===== src/rtl/tlptw_pkg.sv =====
`timescale 1ns / 1ps
`default_nettype none
// ----------------------------------------------------------------------------
// Page table walker package
// Types and constants shared by the walker, its sequencer and its testbench.
// ----------------------------------------------------------------------------
package tlptw_pkg;

  // table store geometry
  localparam int TableWords = 4096;
  localparam int TableIdxW  = $clog2(TableWords);
  localparam int WordIdxW   = 30;  // word index of a 32-bit byte address

  localparam int BitPresent = 0;
  localparam int BitBig     = 7;

  typedef enum logic {
    CMD_WRITE = 1'b0,
    CMD_XLATE = 1'b1
  } cmd_e;

  typedef enum logic [1:0] {
    ST_OK    = 2'd0,
    ST_FAULT = 2'd1,
    ST_RANGE = 2'd2
  } status_e;

  typedef enum logic [1:0] {
    WS_IDLE,
    WS_DIR,
    WS_TBL
  } walk_state_e;

  typedef struct packed {
    status_e     status;
    logic [31:0] physical_address;
    logic [31:0] entry_value;
    logic        big_page;
  } result_t;

endpackage : tlptw_pkg
`default_nettype wire


===== src/rtl/tlptw_if.sv =====
`timescale 1ns / 1ps
`default_nettype none
// ----------------------------------------------------------------------------
// Page table walker channels
// Request, response and configuration write channels (valid/ready).
// ----------------------------------------------------------------------------
interface tlptw_req_if;
  logic        valid;
  logic        ready;
  logic        command;
  logic [31:0] address;
  logic [31:0] data;

  modport source (output valid, command, address, data, input ready);
  modport sink   (input valid, command, address, data, output ready);
endinterface : tlptw_req_if

interface tlptw_rsp_if;
  logic        valid;
  logic        ready;
  logic [1:0]  status;
  logic [31:0] physical_address;
  logic [31:0] entry_value;
  logic        big_page;

  modport source (output valid, status, physical_address, entry_value, big_page,
                  input ready);
  modport sink   (input valid, status, physical_address, entry_value, big_page,
                  output ready);
endinterface : tlptw_rsp_if

`default_nettype wire


===== src/rtl/tlptw_ctrl.sv =====
`timescale 1ns / 1ps
`default_nettype none
// ----------------------------------------------------------------------------
// Page table walker sequencer
// Walks directory and table through one store port, one index compare shared
// by both levels and by word writes, and holds the response register.
// ----------------------------------------------------------------------------
module tlptw_ctrl
  import tlptw_pkg::*;
(
  input  wire logic             clk_i,
  input  wire logic             rst_ni,
  input  wire logic [19:0]      dir_base_i,
  tlptw_req_if.sink             req,
  tlptw_rsp_if.source           rsp,
  output      logic             ram_we_o,
  output      logic             ram_re_o,
  output      logic [TableIdxW-1:0] ram_addr_o,
  output      logic [31:0]      ram_wdata_o,
  input  wire logic [31:0]      ram_rdata_i
);

  walk_state_e          state_q, state_d;
  logic [31:0]          va_q, va_d;
  result_t              res_q, res_d;
  logic                 out_vld_q, out_vld_d;
  logic                 res_load;
  logic                 accept;
  logic [WordIdxW-1:0]  idx_sel;
  logic                 idx_ok;

  assign req.ready = (state_q == WS_IDLE) && (!out_vld_q || rsp.ready);
  assign accept    = req.valid && req.ready;

  // shared index path: word write, directory, then table
  always_comb begin
    unique case (state_q)
      WS_IDLE: begin
        if (cmd_e'(req.command) == CMD_WRITE) begin
          idx_sel = req.address[31:2];
        end else begin
          idx_sel = {dir_base_i, req.address[31:22]};
        end
      end
      WS_DIR:  idx_sel = {ram_rdata_i[31:12], va_q[21:12]};
      default: idx_sel = '0;
    endcase
  end

  assign idx_ok      = idx_sel < WordIdxW'(TableWords);
  assign ram_addr_o  = idx_sel[TableIdxW-1:0];
  assign ram_wdata_o = req.data;

  always_comb begin
    state_d  = state_q;
    va_d     = va_q;
    res_d    = res_q;
    res_load = 1'b0;
    ram_we_o = 1'b0;
    ram_re_o = 1'b0;

    unique case (state_q)
      WS_IDLE: begin
        if (accept) begin
          va_d = req.address;
          if (cmd_e'(req.command) == CMD_WRITE) begin
            ram_we_o = idx_ok;
            res_load = 1'b1;
            res_d    = '{status: idx_ok ? ST_OK : ST_RANGE,
                         physical_address: '0, entry_value: '0, big_page: 1'b0};
          end else if (idx_ok) begin
            ram_re_o = 1'b1;
            state_d  = WS_DIR;
          end else begin
            res_load = 1'b1;
            res_d    = '{status: ST_RANGE, physical_address: '0,
                         entry_value: '0, big_page: 1'b0};
          end
        end
      end

      WS_DIR: begin
        priority if (!ram_rdata_i[BitPresent]) begin
          res_load = 1'b1;
          res_d    = '{status: ST_FAULT, physical_address: '0,
                       entry_value: ram_rdata_i, big_page: 1'b0};
          state_d  = WS_IDLE;
        end else if (ram_rdata_i[BitBig]) begin
          res_load = 1'b1;
          res_d    = '{status: ST_OK,
                       physical_address: {ram_rdata_i[31:22], va_q[21:0]},
                       entry_value: ram_rdata_i, big_page: 1'b1};
          state_d  = WS_IDLE;
        end else if (idx_ok) begin
          ram_re_o = 1'b1;
          state_d  = WS_TBL;
        end else begin
          res_load = 1'b1;
          res_d    = '{status: ST_RANGE, physical_address: '0,
                       entry_value: '0, big_page: 1'b0};
          state_d  = WS_IDLE;
        end
      end

      WS_TBL: begin
        res_load = 1'b1;
        state_d  = WS_IDLE;
        if (!ram_rdata_i[BitPresent]) begin
          res_d = '{status: ST_FAULT, physical_address: '0,
                    entry_value: ram_rdata_i, big_page: 1'b0};
        end else begin
          res_d = '{status: ST_OK,
                    physical_address: {ram_rdata_i[31:12], va_q[11:0]},
                    entry_value: ram_rdata_i, big_page: 1'b0};
        end
      end

      default: state_d = WS_IDLE;
    endcase
  end

  // slot is known free from accept until the walk ends
  assign out_vld_d = res_load || (out_vld_q && !rsp.ready);

  always_ff @(posedge clk_i or negedge rst_ni) begin
    if (!rst_ni) begin
      state_q   <= WS_IDLE;
      out_vld_q <= 1'b0;
    end else begin
      state_q   <= state_d;
      out_vld_q <= out_vld_d;
    end
  end

  always_ff @(posedge clk_i) begin
    va_q  <= va_d;
    res_q <= res_d;
  end

  assign rsp.valid            = out_vld_q;
  assign rsp.status           = res_q.status;
  assign rsp.physical_address = res_q.physical_address;
  assign rsp.entry_value      = res_q.entry_value;
  assign rsp.big_page         = res_q.big_page;

  a_no_overwrite: assert property (@(posedge clk_i) disable iff (!rst_ni)
    res_load |-> (!out_vld_q || rsp.ready))
    else $error("response word overwritten before it was taken");

  a_port_excl: assert property (@(posedge clk_i) disable iff (!rst_ni)
    !(ram_we_o && ram_re_o))
    else $error("store read and write in the same cycle");

  a_walk_slot_free: assert property (@(posedge clk_i) disable iff (!rst_ni)
    (state_q != WS_IDLE) |-> !out_vld_q)
    else $error("walk running while a response is pending");

  a_tbl_after_dir: assert property (@(posedge clk_i) disable iff (!rst_ni)
    (state_q == WS_TBL) |-> ($past(state_q) == WS_DIR))
    else $error("table read without a directory read");

  a_write_idle: assert property (@(posedge clk_i) disable iff (!rst_ni)
    ram_we_o |-> (state_q == WS_IDLE && accept))
    else $error("store written outside an accepted write word");

endmodule : tlptw_ctrl
`default_nettype wire


===== src/flat_wrapper.sv =====
// flat-port wrapper written by rule: the top's interface ports become plain ports
module tlptw_ctrl_flat import tlptw_pkg::*;
  (clk_i, rst_ni, dir_base_i, ram_we_o, ram_re_o, ram_addr_o, ram_wdata_o, ram_rdata_i, req_valid, req_command, req_address, req_data, req_ready, rsp_valid, rsp_status, rsp_physical_address, rsp_entry_value, rsp_big_page, rsp_ready);
  tlptw_req_if req_i ();
  tlptw_rsp_if rsp_i ();
  input  wire logic clk_i;
  input  wire logic rst_ni;
  input  wire logic [19:0] dir_base_i;
  output      logic ram_we_o;
  output      logic ram_re_o;
  output      logic [TableIdxW-1:0] ram_addr_o;
  output      logic [31:0] ram_wdata_o;
  input  wire logic [31:0] ram_rdata_i;
  input wire logic [$bits(req_i.valid)-1:0] req_valid;
  input wire logic [$bits(req_i.command)-1:0] req_command;
  input wire logic [$bits(req_i.address)-1:0] req_address;
  input wire logic [$bits(req_i.data)-1:0] req_data;
  output wire logic [$bits(req_i.ready)-1:0] req_ready;
  output wire logic [$bits(rsp_i.valid)-1:0] rsp_valid;
  output wire logic [$bits(rsp_i.status)-1:0] rsp_status;
  output wire logic [$bits(rsp_i.physical_address)-1:0] rsp_physical_address;
  output wire logic [$bits(rsp_i.entry_value)-1:0] rsp_entry_value;
  output wire logic [$bits(rsp_i.big_page)-1:0] rsp_big_page;
  input wire logic [$bits(rsp_i.ready)-1:0] rsp_ready;
  assign req_i.valid = req_valid;
  assign req_i.command = req_command;
  assign req_i.address = req_address;
  assign req_i.data = req_data;
  assign req_ready = req_i.ready;
  assign rsp_valid = rsp_i.valid;
  assign rsp_status = rsp_i.status;
  assign rsp_physical_address = rsp_i.physical_address;
  assign rsp_entry_value = rsp_i.entry_value;
  assign rsp_big_page = rsp_i.big_page;
  assign rsp_i.ready = rsp_ready;
  tlptw_ctrl u_core (.clk_i(clk_i), .rst_ni(rst_ni), .dir_base_i(dir_base_i), .req(req_i), .rsp(rsp_i), .ram_we_o(ram_we_o), .ram_re_o(ram_re_o), .ram_addr_o(ram_addr_o), .ram_wdata_o(ram_wdata_o), .ram_rdata_i(ram_rdata_i));
endmodule

===== config.mk =====
export PLATFORM = sky130hd
export DESIGN_NAME = tlptw_ctrl_flat
export DESIGN_NICKNAME = d
export VERILOG_FILES = /design/src/rtl/tlptw_pkg.sv /design/src/rtl/tlptw_if.sv /design/src/rtl/tlptw_ctrl.sv /design/src/flat_wrapper.sv
export SDC_FILE = /design/constraint.sdc
export NUM_CORES = 1
export LEC_CHECK = 0
export BUFFER_PORTS_ARGS = -buffer_cell sky130_fd_sc_hd__buf_4
export CAP_MARGIN = 25
export CELL_PAD_IN_SITES_DETAIL_PLACEMENT = 1
export CELL_PAD_IN_SITES_GLOBAL_PLACEMENT = 1
export CORE_UTILIZATION = 35
export DETAILED_ROUTE_END_ITERATION = 8
export GPL_ROUTABILITY_DRIVEN = 0
export PLACE_DENSITY = 0.78
export SLEW_MARGIN = 10
export SYNTH_ARGS = -nofsm -noshare
export SYNTH_HDL_FRONTEND = slang
export SYNTH_SLANG_ARGS = --single-unit

===== constraint.sdc =====
create_clock -name clk_i -period 6.3 [get_ports clk_i]
set_input_delay 1.26 -clock clk_i [delete_from_list [all_inputs] [get_ports clk_i]]
set_output_delay 1.26 -clock clk_i [all_outputs]
set_load 0.01 [all_outputs]

=== Yosys cells after proc, flatten, opt, wreduce, memory -nomap -nowiden ===
Cells that the tools add are included.

* Output and inout bits: 115
* Register bits after elaboration: 92
* Logic and storage cells: 57
* Input port bits: 121

* Mux-type cells: 32
* Reduce and logical (&&, ||, !) cells: 12
* Eq/ne operators: 5
* $lt $le $gt $ge: 1

{| class="wikitable"
|+ Operators with widths
! cell !! number
|-
| two-way mux 67 bit || 5
|-
| case mux 67 bit (3 select lines) || 1
|-
| two-way mux 66 bit || 1
|-
| case mux 30 bit (2 select lines) || 1
|-
| < comparator 30 x 13 -> 1 bit (second input constant) || 1
|-
| two-way mux 30 bit || 1
|-
| two-way mux 2 bit || 7
|-
| two-way mux 1 bit || 13
|-
| != test 2 x 1 -> 1 bit (second input constant) || 2
|-
| case mux 2 bit (2 select lines) || 1
|-
| AND reduction 2 bit || 2
|-
| logical AND 1 bit || 3
|-
| case mux 1 bit (3 select lines) || 1
|-
| AND reduction 3 bit || 1
|-
| nonzero test 3 bit || 1
|-
| == test 2 x 1 -> 1 bit (second input constant) || 1
|-
| == test 2 bit (second input constant) || 1
|-
| zero test 1 bit || 2
|-
| zero test 2 bit || 1
|-
| logical OR 1 bit || 2
|-
| != test 2 bit (second input constant) || 1
|-
| case mux 1 bit (2 select lines) || 1
|}

=== Logic depth before layout (Yosys ltp) ===
Gate-level depths: netlist of run 1.

* Depth in word-level cells: 8
* Mapped depth: 9
* Depth with buffers taken out: 9

=== Worst setup path after synthesis of run 1 ===
Ideal clock, no wire load.

* Path kind: input port to flip-flop
* From: input port rsp_ready
* To: register u_core.res_q (netlist bit u_core.rsp.big_page), enable pin
* Library setup time: 0.514 ns
* Setup slack: 0.828 ns
* Arrival time: 4.958 ns
* Stages on the path: 4
* Required time: 5.786 ns
* Buffers on the path: 0
* Path through: nand2b_1 and2_1 nand2_1 a21oi_1

* Cells in the longest elaborated chain, start to end: 5

{| class="wikitable"
|+ RTL lines
! element !! RTL line !! RTL
|-
| from (decl) || flat_wrapper.sv:24 || <nowiki>input wire logic [$bits(rsp_i.ready)-1:0] rsp_ready;</nowiki>
|-
| logical OR 1 bit || tlptw_ctrl.sv:32 || <nowiki>assign req.ready = (state_q == WS_IDLE) && (!out_vld_q || rsp.ready);</nowiki>
|-
| logical AND 1 bit || tlptw_ctrl.sv:32 ||
|-
| net req_ready || flat_wrapper.sv:18 || <nowiki>output wire logic [$bits(req_i.ready)-1:0] req_ready;</nowiki>
|-
| logical AND 1 bit || tlptw_ctrl.sv:33 || <nowiki>assign accept = req.valid && req.ready;</nowiki>
|-
| != test 2 x 1 -> 1 bit (no line) || - ||
|-
| AND reduction 2 bit (no line) || - ||
|-
| to (signal assigned) || tlptw_ctrl.sv:137 || <nowiki>res_q <= res_d;</nowiki>
|-
| to (decl) || tlptw_ctrl.sv:25 || <nowiki>result_t res_q, res_d;</nowiki>
|}

The timed path passes the listed nets, and every way through them passes these cells.
A chain may end at the register's enable or synchronous reset.

=== Worst setup path after layout of run 1 ===
* From: input port ram_rdata_i[18]
* To: output port ram_we_o

* Cells in the longest elaborated chain, start to end: 5

{| class="wikitable"
|+ RTL lines
! element !! RTL line !! RTL
|-
| from (decl) || flat_wrapper.sv:13 || <nowiki>input wire logic [31:0] ram_rdata_i;</nowiki>
|-
| case mux 30 bit (2 select lines) || tlptw_ctrl.sv:37 || <nowiki>unique case (state_q)</nowiki>
|-
| < comparator 30 x 13 -> 1 bit || tlptw_ctrl.sv:50 || <nowiki>assign idx_ok = idx_sel < WordIdxW'(TableWords);</nowiki>
|-
| two-way mux 1 bit || tlptw_ctrl.sv:66 || <nowiki>if (cmd_e'(req.command) == CMD_WRITE) begin</nowiki>
|-
| two-way mux 1 bit || tlptw_ctrl.sv:64 || <nowiki>if (accept) begin</nowiki>
|-
| two-way mux 1 bit || tlptw_ctrl.sv:62 || <nowiki>unique case (state_q)</nowiki>
|-
| to (decl) || flat_wrapper.sv:9 || <nowiki>output logic ram_we_o;</nowiki>
|}

No other way between the ends.

==> results of run 1 <==
cell type report:
class / count / area, um^2 / area share (%)
sequential: 92 / 2750 / 40.3
timing repair buffer: 182 / 1410 / 20.7
clock inverter: 4 / 70.1 / 1.03
multi-input combinational: 331 / 2070 / 30.3
tap: 184 / 230 / 3.38
clock buffer: 12 / 267 / 3.91
inverter: 6 / 22.5 / 0.330
routing by layer:
| layer | part of all wire (%) | track usage [%] |
|---|---|---|
| met4 | 1.3 | 6.54 |
| met1 | 43 | 30.2 |
| met2 | 49 | 39.1 |
| met3 | 6.9 | 4.51 |
| met5 | 0 | 0 |
cells by family after synthesis:
| family | Yosys count |
|---|---|
| muxes | 13 |
| DFF | 92 |
| buffers and inverters | 80 |
| adders and majority gates | 6 |
| AOI/OAI and AO/OA | 181 |
| and+or+nand+nor | 131 |
report_power, final:
part           switching, mW  total (mW)  leakage, nW  internal, mW
registers              0.162        1.20        0.947          1.04
clock network          0.238       0.618        0.169         0.379
logic                   1.04        1.74         1.58         0.703
total                   1.44        3.56         2.70          2.12
placed cells by master, fill, tap and decap left out, types with 2 or more instances in the layout:
| cell type | Yosys | layout |
|---|---|---|
| nor3_1 | 2 | 2 |
| a32oi_1 | 10 | 10 |
| o22ai_1 | 12 | 12 |
| edfxtp_1 | 89 | 89 |
| o21ai_0 | 78 | 78 |
| nand3_1 | 4 | 4 |
| nor2b_2 | 0 | 2 |
| nand2_1 | 21 | 21 |
| a21oi_1 | 16 | 15 |
| buf_16 | 0 | 2 |
| bufinv_16 | 0 | 2 |
| clkbuf_8 | 0 | 3 |
| nand4_1 | 3 | 3 |
| a32o_1 | 53 | 53 |
| and2_1 | 2 | 2 |
| dfrtp_1 | 3 | 3 |
| nor4_1 | 11 | 11 |
| clkinv_2 | 0 | 2 |
| buf_4 | 33 | 179 |
| nor2_1 | 80 | 80 |
| clkbuf_16 | 0 | 9 |
| ha_1 | 6 | 6 |
| inv_1 | 5 | 5 |
| mux2i_1 | 12 | 12 |
registers in the layout, summed over array words and instances, names as in the netlist:
| signal | cells |
|---|---|
| u_core.rsp.entry_value | 32 |
| u_core.rsp.physical_address | 32 |
| u_core.va_q | 22 |
| u_core.rsp.status | 2 |
| u_core.state_q | 2 |
| u_core.rsp.big_page | 1 |
| u_core.rsp.valid | 1 |
worst max path at each step:
| stage | startpoint | slack (ns) | endpoint | cells past startpoint |
|---|---|---|---|---|
| 3_3_place_gp | ram_rdata_i[18] | 1.43 | ram_we_o | 8 |
| 6_report | ram_rdata_i[18] | 1.67 | ram_we_o | 8 |
| 5_1_grt | req_command | 1.48 | ram_we_o | 8 |
| 4_1_cts | ram_rdata_i[18] | 1.52 | ram_we_o | 8 |
| 2_1_floorplan | rsp_ready | 0.83 | u_core.rsp.big_page | 4 |
| 3_5_place_dp | ram_rdata_i[18] | 1.53 | ram_we_o | 8 |
per-stage QoR:
step / instances / utilization [%]
finish: 811 / 46.5
global route: 811 / 46.5
CTS: 808 / 46.2
detailed placement: 792 / 43.9
global placement: 791 / 43.7
floorplan: 503 / -
worst max-delay path: stages:
cell     delay, ns
buf_4         0.13
nor4_1        0.47
nand3_1       0.19
o41ai_2       0.37
o21ai_2       0.23
nor2b_1       0.27
nor3_1        0.28
buf_4         0.16
==> impl_metrics.ini, run 1 <==
[layout]
n_antenna_cell = 0
nFillCells = 1604
layout-drive-gt1-share_pct = 33.0
layout.nets = 749
fin_area_um2 = 6820
areaGrowthSynthToFinish_pct = 29.2

[sta]
worst_pin_slew_ns = 0.973
fin_crit_ns = 4.63
layout_setup_ws_ns = 1.67
rsz0062_at_grt = no
setup_violations = 0
fmax_mhz = 216
timing.final.crit_share_pct = 73.5
slew_violations = 0
slew_headroom_pct = 34.9
skew_ns = 0.0105
whs_ns = 0.578
hold_violations = 0
fin_tns_setup_ns = 0

[worst_setup_path]
cp.arrival_ns = 3.37
setup.worst_path.start_class = primary input
critPathKind = in -> out
r2r-start = u_core.state_q[0]
cp-end-kind = output pin
reg2regPathDepth = 7
worstReg2RegEnd = u_core.rsp.physical_address[18]
crit_required_ns = 5.04
cp_max_fo = 8
r2r_setup_slack_ns = 3.40

[floorplan]
io-pin-count = 236
rows = 44
die_y_um = 125
die_width_um = 125
design.core.area_um2 = 14600
design.die.area_um2 = 15600
start_util_pct = 36.0

[outcome]
violations = DRC
status = finished, violations left

[logic_synthesis]
synthMuxAreaShare_pct = 2.49
synthFlopType = edfxtp_1
synthCells = 503
ys.warnings.count = 0
netlist_area_um2 = 5280
synth-seq-cells = 92
synth_most_common_cell = edfxtp_1
synth_top_area_share_pct = 50.7
ys_top_cells_by_count = 89 x edfxtp_1, 80 x nor2_1, 78 x o21ai_0
ys_types = 41
synth_fa_ha_area_share_pct = 1.42
synth_area_leaders = edfxtp_1 51%, a32o_1 10%, o21ai_0 7.4%, nor2_1 5.7%, buf_4 4.7%
synth_compound_area_share_pct = 24.2
ys_seq_area_share_pct = 52.1
synth.avg_cell_area_um2 = 10.5
yosysTopAreaCell = edfxtp_1
synth_top_family_by_area = compound AO/OA/AOI/OAI gates
synth-edff-count = 89
synthXorXnorAreaFrac_pct = 0
synth_fp_nets = 630
synthArstFlopShare_pct = 3.26
synth-simple-area-share_pct = 10.7

[clocking]
cts.sinks = 92
clockRootBuffer = clkbuf_16
cts_max_level = 3
postCtsHoldBufs = 0
clk_pin_slew_ns = 0.06
clockBufferDepth = 2
cts_tree = done
clock_latency_ns = 0.35
ctsResizeCount = 0
numCtsBuffers = 9
post-cts-setup-buffers = 0

[power]
powerDensity_nw_per_um2 = 522
power_mw = 3.56
leakage_nw = 2.70
irDropWorstVdd_uv = 220

[route]
ant_nets = 0
via_per_inst = 5.90
first_iter_violations = 521
vias = 4788
wirelength_mm = 18.2
drc = 34
wire_per_inst_um = 22.4
drt_pass1_iterations = 6

[placed_design]
port_buffers = 171
hpwl_mm = 12.6
post_dp_cell_area_um2 = 6430
dp_slack_ns = 1.53

[global_route]
grt_pass1_vias = 4890
grt_pass1_wl_mm = 27.9
antenna_found_initial = 0
grt_use_total_pct = 23.2
grt_overflow_total = 0
grt_start_max_net_pins = 42

[min_path]
holdCritStartpoint = u_core.va_q[2]
min_path_type = reg -> reg
min_to = u_core.rsp.physical_address[2]
worstHoldPathCells = 1

[run]
maxCapViolCount = 0
(Power assumes the default switching activity.)
==> run 2: changes to the inputs <==
--- a/config.mk
+++ b/config.mk
@@ -9,10 +9,10 @@
 export CAP_MARGIN = 25
 export CELL_PAD_IN_SITES_DETAIL_PLACEMENT = 1
 export CELL_PAD_IN_SITES_GLOBAL_PLACEMENT = 1
-export CORE_UTILIZATION = 35
+export CORE_UTILIZATION = 32
 export DETAILED_ROUTE_END_ITERATION = 8
 export GPL_ROUTABILITY_DRIVEN = 0
-export PLACE_DENSITY = 0.78
+export PLACE_DENSITY = 0.75
 export SLEW_MARGIN = 10
 export SYNTH_ARGS = -nofsm -noshare
 export SYNTH_HDL_FRONTEND = slang
==> constraint.sdc (replaced) <==
create_clock -name clk_i -period 3.8 [get_ports clk_i]
set_input_delay 0.76 -clock clk_i [delete_from_list [all_inputs] [get_ports clk_i]]
set_output_delay 0.76 -clock clk_i [all_outputs]
set_load 0.01 [all_outputs]
==> run 2 against run 1 <==
  * The run now ends clean
  * Non-clock buffer count up 4
  * Combinational power up 68%
  * Clock power up 31%
  * Design area down 0.68%
  * Global-route usage down 1.2 points
  * Power up 60%
  * Critical path type unchanged
  * Critical endpoint is now ram_re_o
  * Largest power group unchanged
==> impl_metrics.ini, run 2 (synthesized netlist as in run 1, its figures left out) <==
[sta]
fin_tns_setup_ns = 0
timing.final.crit_share_pct = 92.7
setup_violations = 0
slew_headroom_pct = 35.8
slew_violations = 0
layout_setup_ws_ns = 0.277
worst_pin_slew_ns = 0.960
fin_crit_ns = 3.52
rsz0062_at_grt = no
skew_ns = 0.0140
whs_ns = 0.203
hold_violations = 0
fmax_mhz = 284

[power]
irDropWorstVdd_uv = 403
leakage_nw = 2.66
power_mw = 5.71
powerDensity_nw_per_um2 = 843

[clocking]
ctsResizeCount = 0
cts_tree = done
clock_latency_ns = 0.35
cts.sinks = 92
postCtsHoldBufs = 0
cts_max_level = 3
clockRootBuffer = clkbuf_16
numCtsBuffers = 9
clockBufferDepth = 2
clk_pin_slew_ns = 0.06
post-cts-setup-buffers = 0

[global_route]
grt_overflow_total = 0
grt_pass1_wl_mm = 28.0
grt_use_total_pct = 22.0
grt_pass1_vias = 4905
grt_start_max_net_pins = 36
antenna_found_initial = 0

[route]
drc = 0
wirelength_mm = 18.6
vias = 4831
via_per_inst = 5.72
drt_pass1_iterations = 4
ant_nets = 0
first_iter_violations = 351
wire_per_inst_um = 22.0

[layout]
multiInputGateArea_um2 = 2070
areaGrowthSynthToFinish_pct = 28.3
layout_common_cells = 185 x buf_4, 89 x edfxtp_1, 80 x nor2_1
seq_area_um2 = 2750
layout_commonest_cell = buf_4
layout-drive-gt1-share_pct = 32.9
nFillCells = 1839
n_antenna_cell = 0
layout.nets = 753

[placed_design]
hpwl_mm = 13.2
dp_slack_ns = 0.309
port_buffers = 171

[worst_setup_path]
cp-end-kind = output pin
reg2regPathDepth = 5
cp_max_fo = 7
worstReg2RegEnd = u_core.rsp.physical_address[10]
setup.worst_path.start_class = primary input
r2r_setup_slack_ns = 0.87
cp.arrival_ns = 2.76
r2r-start = u_core.state_q[1]
critPathKind = in -> out
crit_required_ns = 3.04

[min_path]
min_path_type = in -> async

[floorplan]
design.die.area_um2 = 17000
rows = 46
design.core.area_um2 = 16000
io-pin-count = 236
die_width_um = 130
start_util_pct = 33.0
die_y_um = 130

[outcome]
status = complete, no violations

[run]
maxCapViolCount = 0
## run 2: per-stage QoR
| stage | utilization, % | cell area [um^2] | std cells |
|---|---|---|---|
| after CTS | 42.1 | 6740 | 844 |
| after global routing | 42.3 | 6770 | 845 |
| after floorplan | - | 5280 | 503 |
| after global placement | 40.6 | 6490 | 830 |
| final | 42.3 | 6770 | 845 |
| after detailed placement | 40.6 | 6490 | 830 |
## run 2: routing by layer
| layer | routed length (um) | GRT usage, % | up-vias | share of wire, % |
|---|---|---|---|---|
| met1 | 8050 | 27.7 | 2417 | 43 |
| li1 | - | - | 2165 | - |
| met4 | 480 | 8.52 | 0 | 2.6 |
| met3 | 1060 | 5.25 | 41 | 5.7 |
| met2 | 9010 | 36.5 | 208 | 48 |
| met5 | 0 | 0 | - | 0 |
## run 2: area by class of cell
type                            instances  share of cell area (%)
Clock buffer                           10                    3.38
Multi-Input combinational cell        331                    30.5
Inverter                                6                   0.333
Tap cell                              216                    3.99
Sequential cell                        92                    40.6
Timing Repair Buffer                  186                    20.9
Clock inverter                          4                   0.277
## run 2: where the power goes
part           internal, mW  switching, mW  leakage [nW]
registers              1.72          0.250         0.947
logic                  1.19           1.74          1.59
clock network         0.431          0.376         0.125
total                  3.34           2.37          2.66
## run 2: critical path: stages
cell     delay (ns)
buf_4          0.13
nor4_1         0.52
nand3_1        0.20
o41ai_2        0.48
o21ai_2        0.12
buf_4          0.19
a21oi_1        0.19
buf_4          0.16
## run 2: how the worst max path moves through the flow
stage	startpoint	to	slack, ns	cells past startpoint
floorplan	rsp_ready	u_core.rsp.big_page	0.33	4
global placement	ram_rdata_i[18]	ram_re_o	0.29	8
detailed placement	ram_rdata_i[18]	ram_we_o	0.31	8
global route	ram_rdata_i[18]	ram_re_o	0.22	8
CTS	ram_rdata_i[18]	ram_we_o	0.31	8
finish	ram_rdata_i[18]	ram_re_o	0.28	8
==> run 3: changes to the inputs <==
--- a/config.mk
+++ b/config.mk
@@ -5,14 +5,16 @@
 export SDC_FILE = /design/constraint.sdc
 export NUM_CORES = 1
 export LEC_CHECK = 0
+export ABC_AREA = 1
 export BUFFER_PORTS_ARGS = -buffer_cell sky130_fd_sc_hd__buf_4
 export CAP_MARGIN = 25
 export CELL_PAD_IN_SITES_DETAIL_PLACEMENT = 1
 export CELL_PAD_IN_SITES_GLOBAL_PLACEMENT = 1
-export CORE_UTILIZATION = 32
+export CORE_UTILIZATION = 31
 export DETAILED_ROUTE_END_ITERATION = 8
 export GPL_ROUTABILITY_DRIVEN = 0
 export PLACE_DENSITY = 0.75
+export RECOVER_POWER = 50
 export SLEW_MARGIN = 10
 export SYNTH_ARGS = -nofsm -noshare
 export SYNTH_HDL_FRONTEND = slang
==> run 3 against run 2 <==
  * Worst hold slack better by 0.0018 ns
  * First-iteration DRC count is 2.6% higher
  * Sequential share of layout area is 5.0 points lower
  * Fmax is 11% higher
  * Design area is 14% higher
  * Power is 11% higher
  * Via count is 36% higher
  * Critical path depth is 1 higher
  * Wire length is 22% higher
  * Setup slack better by 0.36 ns
  * Non-clock buffer count is 1 higher
  * Global-route usage is 0.76 points lower
==> impl_metrics.ini, run 3 <==
[run]
maxCapViolCount = 0

[floorplan]
io-pin-count = 236
die_width_um = 146
rows = 52
design.core.area_um2 = 20400
design.die.area_um2 = 21400
die_y_um = 146
start_util_pct = 31.7

[clocking]
post-cts-setup-buffers = 0
cts_max_level = 3
postCtsHoldBufs = 0
ctsResizeCount = 0
cts.sinks = 92
clock_latency_ns = 0.35
clk_pin_slew_ns = 0.07
numCtsBuffers = 9
clockRootBuffer = clkbuf_16
cts_tree = done
clockBufferDepth = 2

[power]
power_mw = 6.36
leakage_nw = 3.61
powerDensity_nw_per_um2 = 824
irDropWorstVdd_uv = 661

[logic_synthesis]
ys_seq_area_share_pct = 42.5
synth_area_leaders = edfxtp_1 41%, nand2_1 26%, nand3_1 6.7%, nor2_1 6.0%, buf_4 4.3%
synth_fp_nets = 1075
synth_top_area_share_pct = 41.3
netlist_area_um2 = 6460
synthFlopType = edfxtp_1
synth-seq-cells = 92
yosysTopAreaCell = edfxtp_1
synth.avg_cell_area_um2 = 6.82
synth-edff-count = 89
ys_top_cells_by_count = 451 x nand2_1, 104 x nor2_1, 89 x edfxtp_1
synthCells = 948
synth_most_common_cell = nand2_1
synthArstFlopShare_pct = 3.26
ys.warnings.count = 0
ys_types = 24

[route]
via_per_inst = 4.94
first_iter_violations = 360
drc = 0
vias = 6572
wirelength_mm = 22.7
wire_per_inst_um = 17.1
ant_nets = 0
drt_pass1_iterations = 5

[sta]
skew_ns = 0.00865
fin_tns_setup_ns = 0
fmax_mhz = 316
worst_pin_slew_ns = 1.32
fin_crit_ns = 3.16
whs_ns = 0.205
layout_setup_ws_ns = 0.639
timing.final.crit_share_pct = 83.2
hold_violations = 0
rsz0062_at_grt = no
slew_headroom_pct = 12.0
slew_violations = 0
setup_violations = 0

[worst_setup_path]
cp_max_fo = 13
r2r-start = u_core.state_q[1]
cp-end-kind = output pin
crit_required_ns = 3.04
cp.arrival_ns = 2.40
r2r_setup_slack_ns = 0.78
setup.worst_path.start_class = register
reg2regPathDepth = 11
worstReg2RegEnd = u_core.rsp.valid
critPathKind = reg -> out

[layout]
layout_common_cells = 451 x nand2_1, 102 x nor2_1, 91 x buf_4
layout.nets = 1182
fin_cells = 1331
areaGrowthSynthToFinish_pct = 19.4
fin_area_um2 = 7720
layout_commonest_cell = nand2_1
nFillCells = 2679
seq_area_um2 = 2750
final_core_util_pct = 37.9
layout-drive-gt1-share_pct = 11.8
multiInputGateArea_um2 = 3070

[placed_design]
hpwl_mm = 15.7
dp_slack_ns = 0.746
dp.cells = 1314
post_dp_cell_area_um2 = 7740
port_buffers = 171

[global_route]
antenna_found_initial = 0
grt_overflow_total = 0
grt_pass1_wl_mm = 35.6
grt_use_total_pct = 21.2
grt_start_max_net_pins = 129
grt_pass1_vias = 6564

[min_path]
min_path_type = in -> async

[outcome]
status = complete, no violations
run 3: cell count changes after synthesis, moves of 10 or more:
cell	change
a21oi_1	+37
a32o_1	-53
o21ai_0	-60
nor2_1	+24
mux2i_1	-12
a32oi_1	-10
buf_2	+11
o22ai_1	-12
nand2_1	+430
inv_1	+25
nand3_1	+83
nor4_1	-11
run 3: final cells by class:
class | instances | share of cell area, %
diodes | 1 | 0.0324
well taps | 270 | 4.38
flip-flops and latches | 92 | 35.6
clock buffers | 11 | 3.02
multi-input cells | 731 | 39.7
inverters | 34 | 1.65
clock inverters | 5 | 0.989
repair buffers | 187 | 14.6
run 3: routing by layer:
metal / track usage [%] / part of all wire, % / vias up
met1: 27.7 / 46 / 3166
met2: 36.2 / 48 / 172
met5: 0 / 0 / -
li1: - / - / 3214
met4: 5.16 / 0.91 / 0
met3: 3.69 / 5.2 / 20
run 3: critical path: stages, from the launching register on:
cell	delay [ns]
dfrtp_1	0.40
inv_1	0.15
ha_1	0.31
inv_1	0.27
nor2_1	0.22
nand2_1	0.17
inv_1	0.11
nand3_1	0.11
o21bai_1	0.16
buf_4	0.15
run 3: worst max path at each step:
stage / from / end / slack, ns / cells after the start
6_report: u_core.state_q[1] / ram_re_o / 0.64 / 9
5_1_grt: u_core.state_q[1] / ram_re_o / 0.46 / 9
4_1_cts: u_core.state_q[1] / ram_re_o / 0.72 / 9
3_5_place_dp: ram_rdata_i[29] / ram_re_o / 0.75 / 10
3_3_place_gp: ram_rdata_i[29] / ram_re_o / 0.79 / 10
2_1_floorplan: u_core.state_q[0] / u_core.rsp.big_page / 0.20 / 6
run 3: cells by family after synthesis:
logic type / after synthesis / share of synthesized area [%]
adders and majority gates: 6 / 1.16
DFF: 92 / 42.5
buffers and inverters: 125 / 10.5
AOI/OAI and AO/OA: 74 / 5.84
and+or+nand+nor: 651 / 40.0
run 3: report_power, final:
part,internal (mW),leakage [nW],switching (mW),total (mW)
Clock,0.575,0.147,0.401,0.976
Combinational,1.01,2.52,2.29,3.30
Sequential,1.76,0.937,0.330,2.09
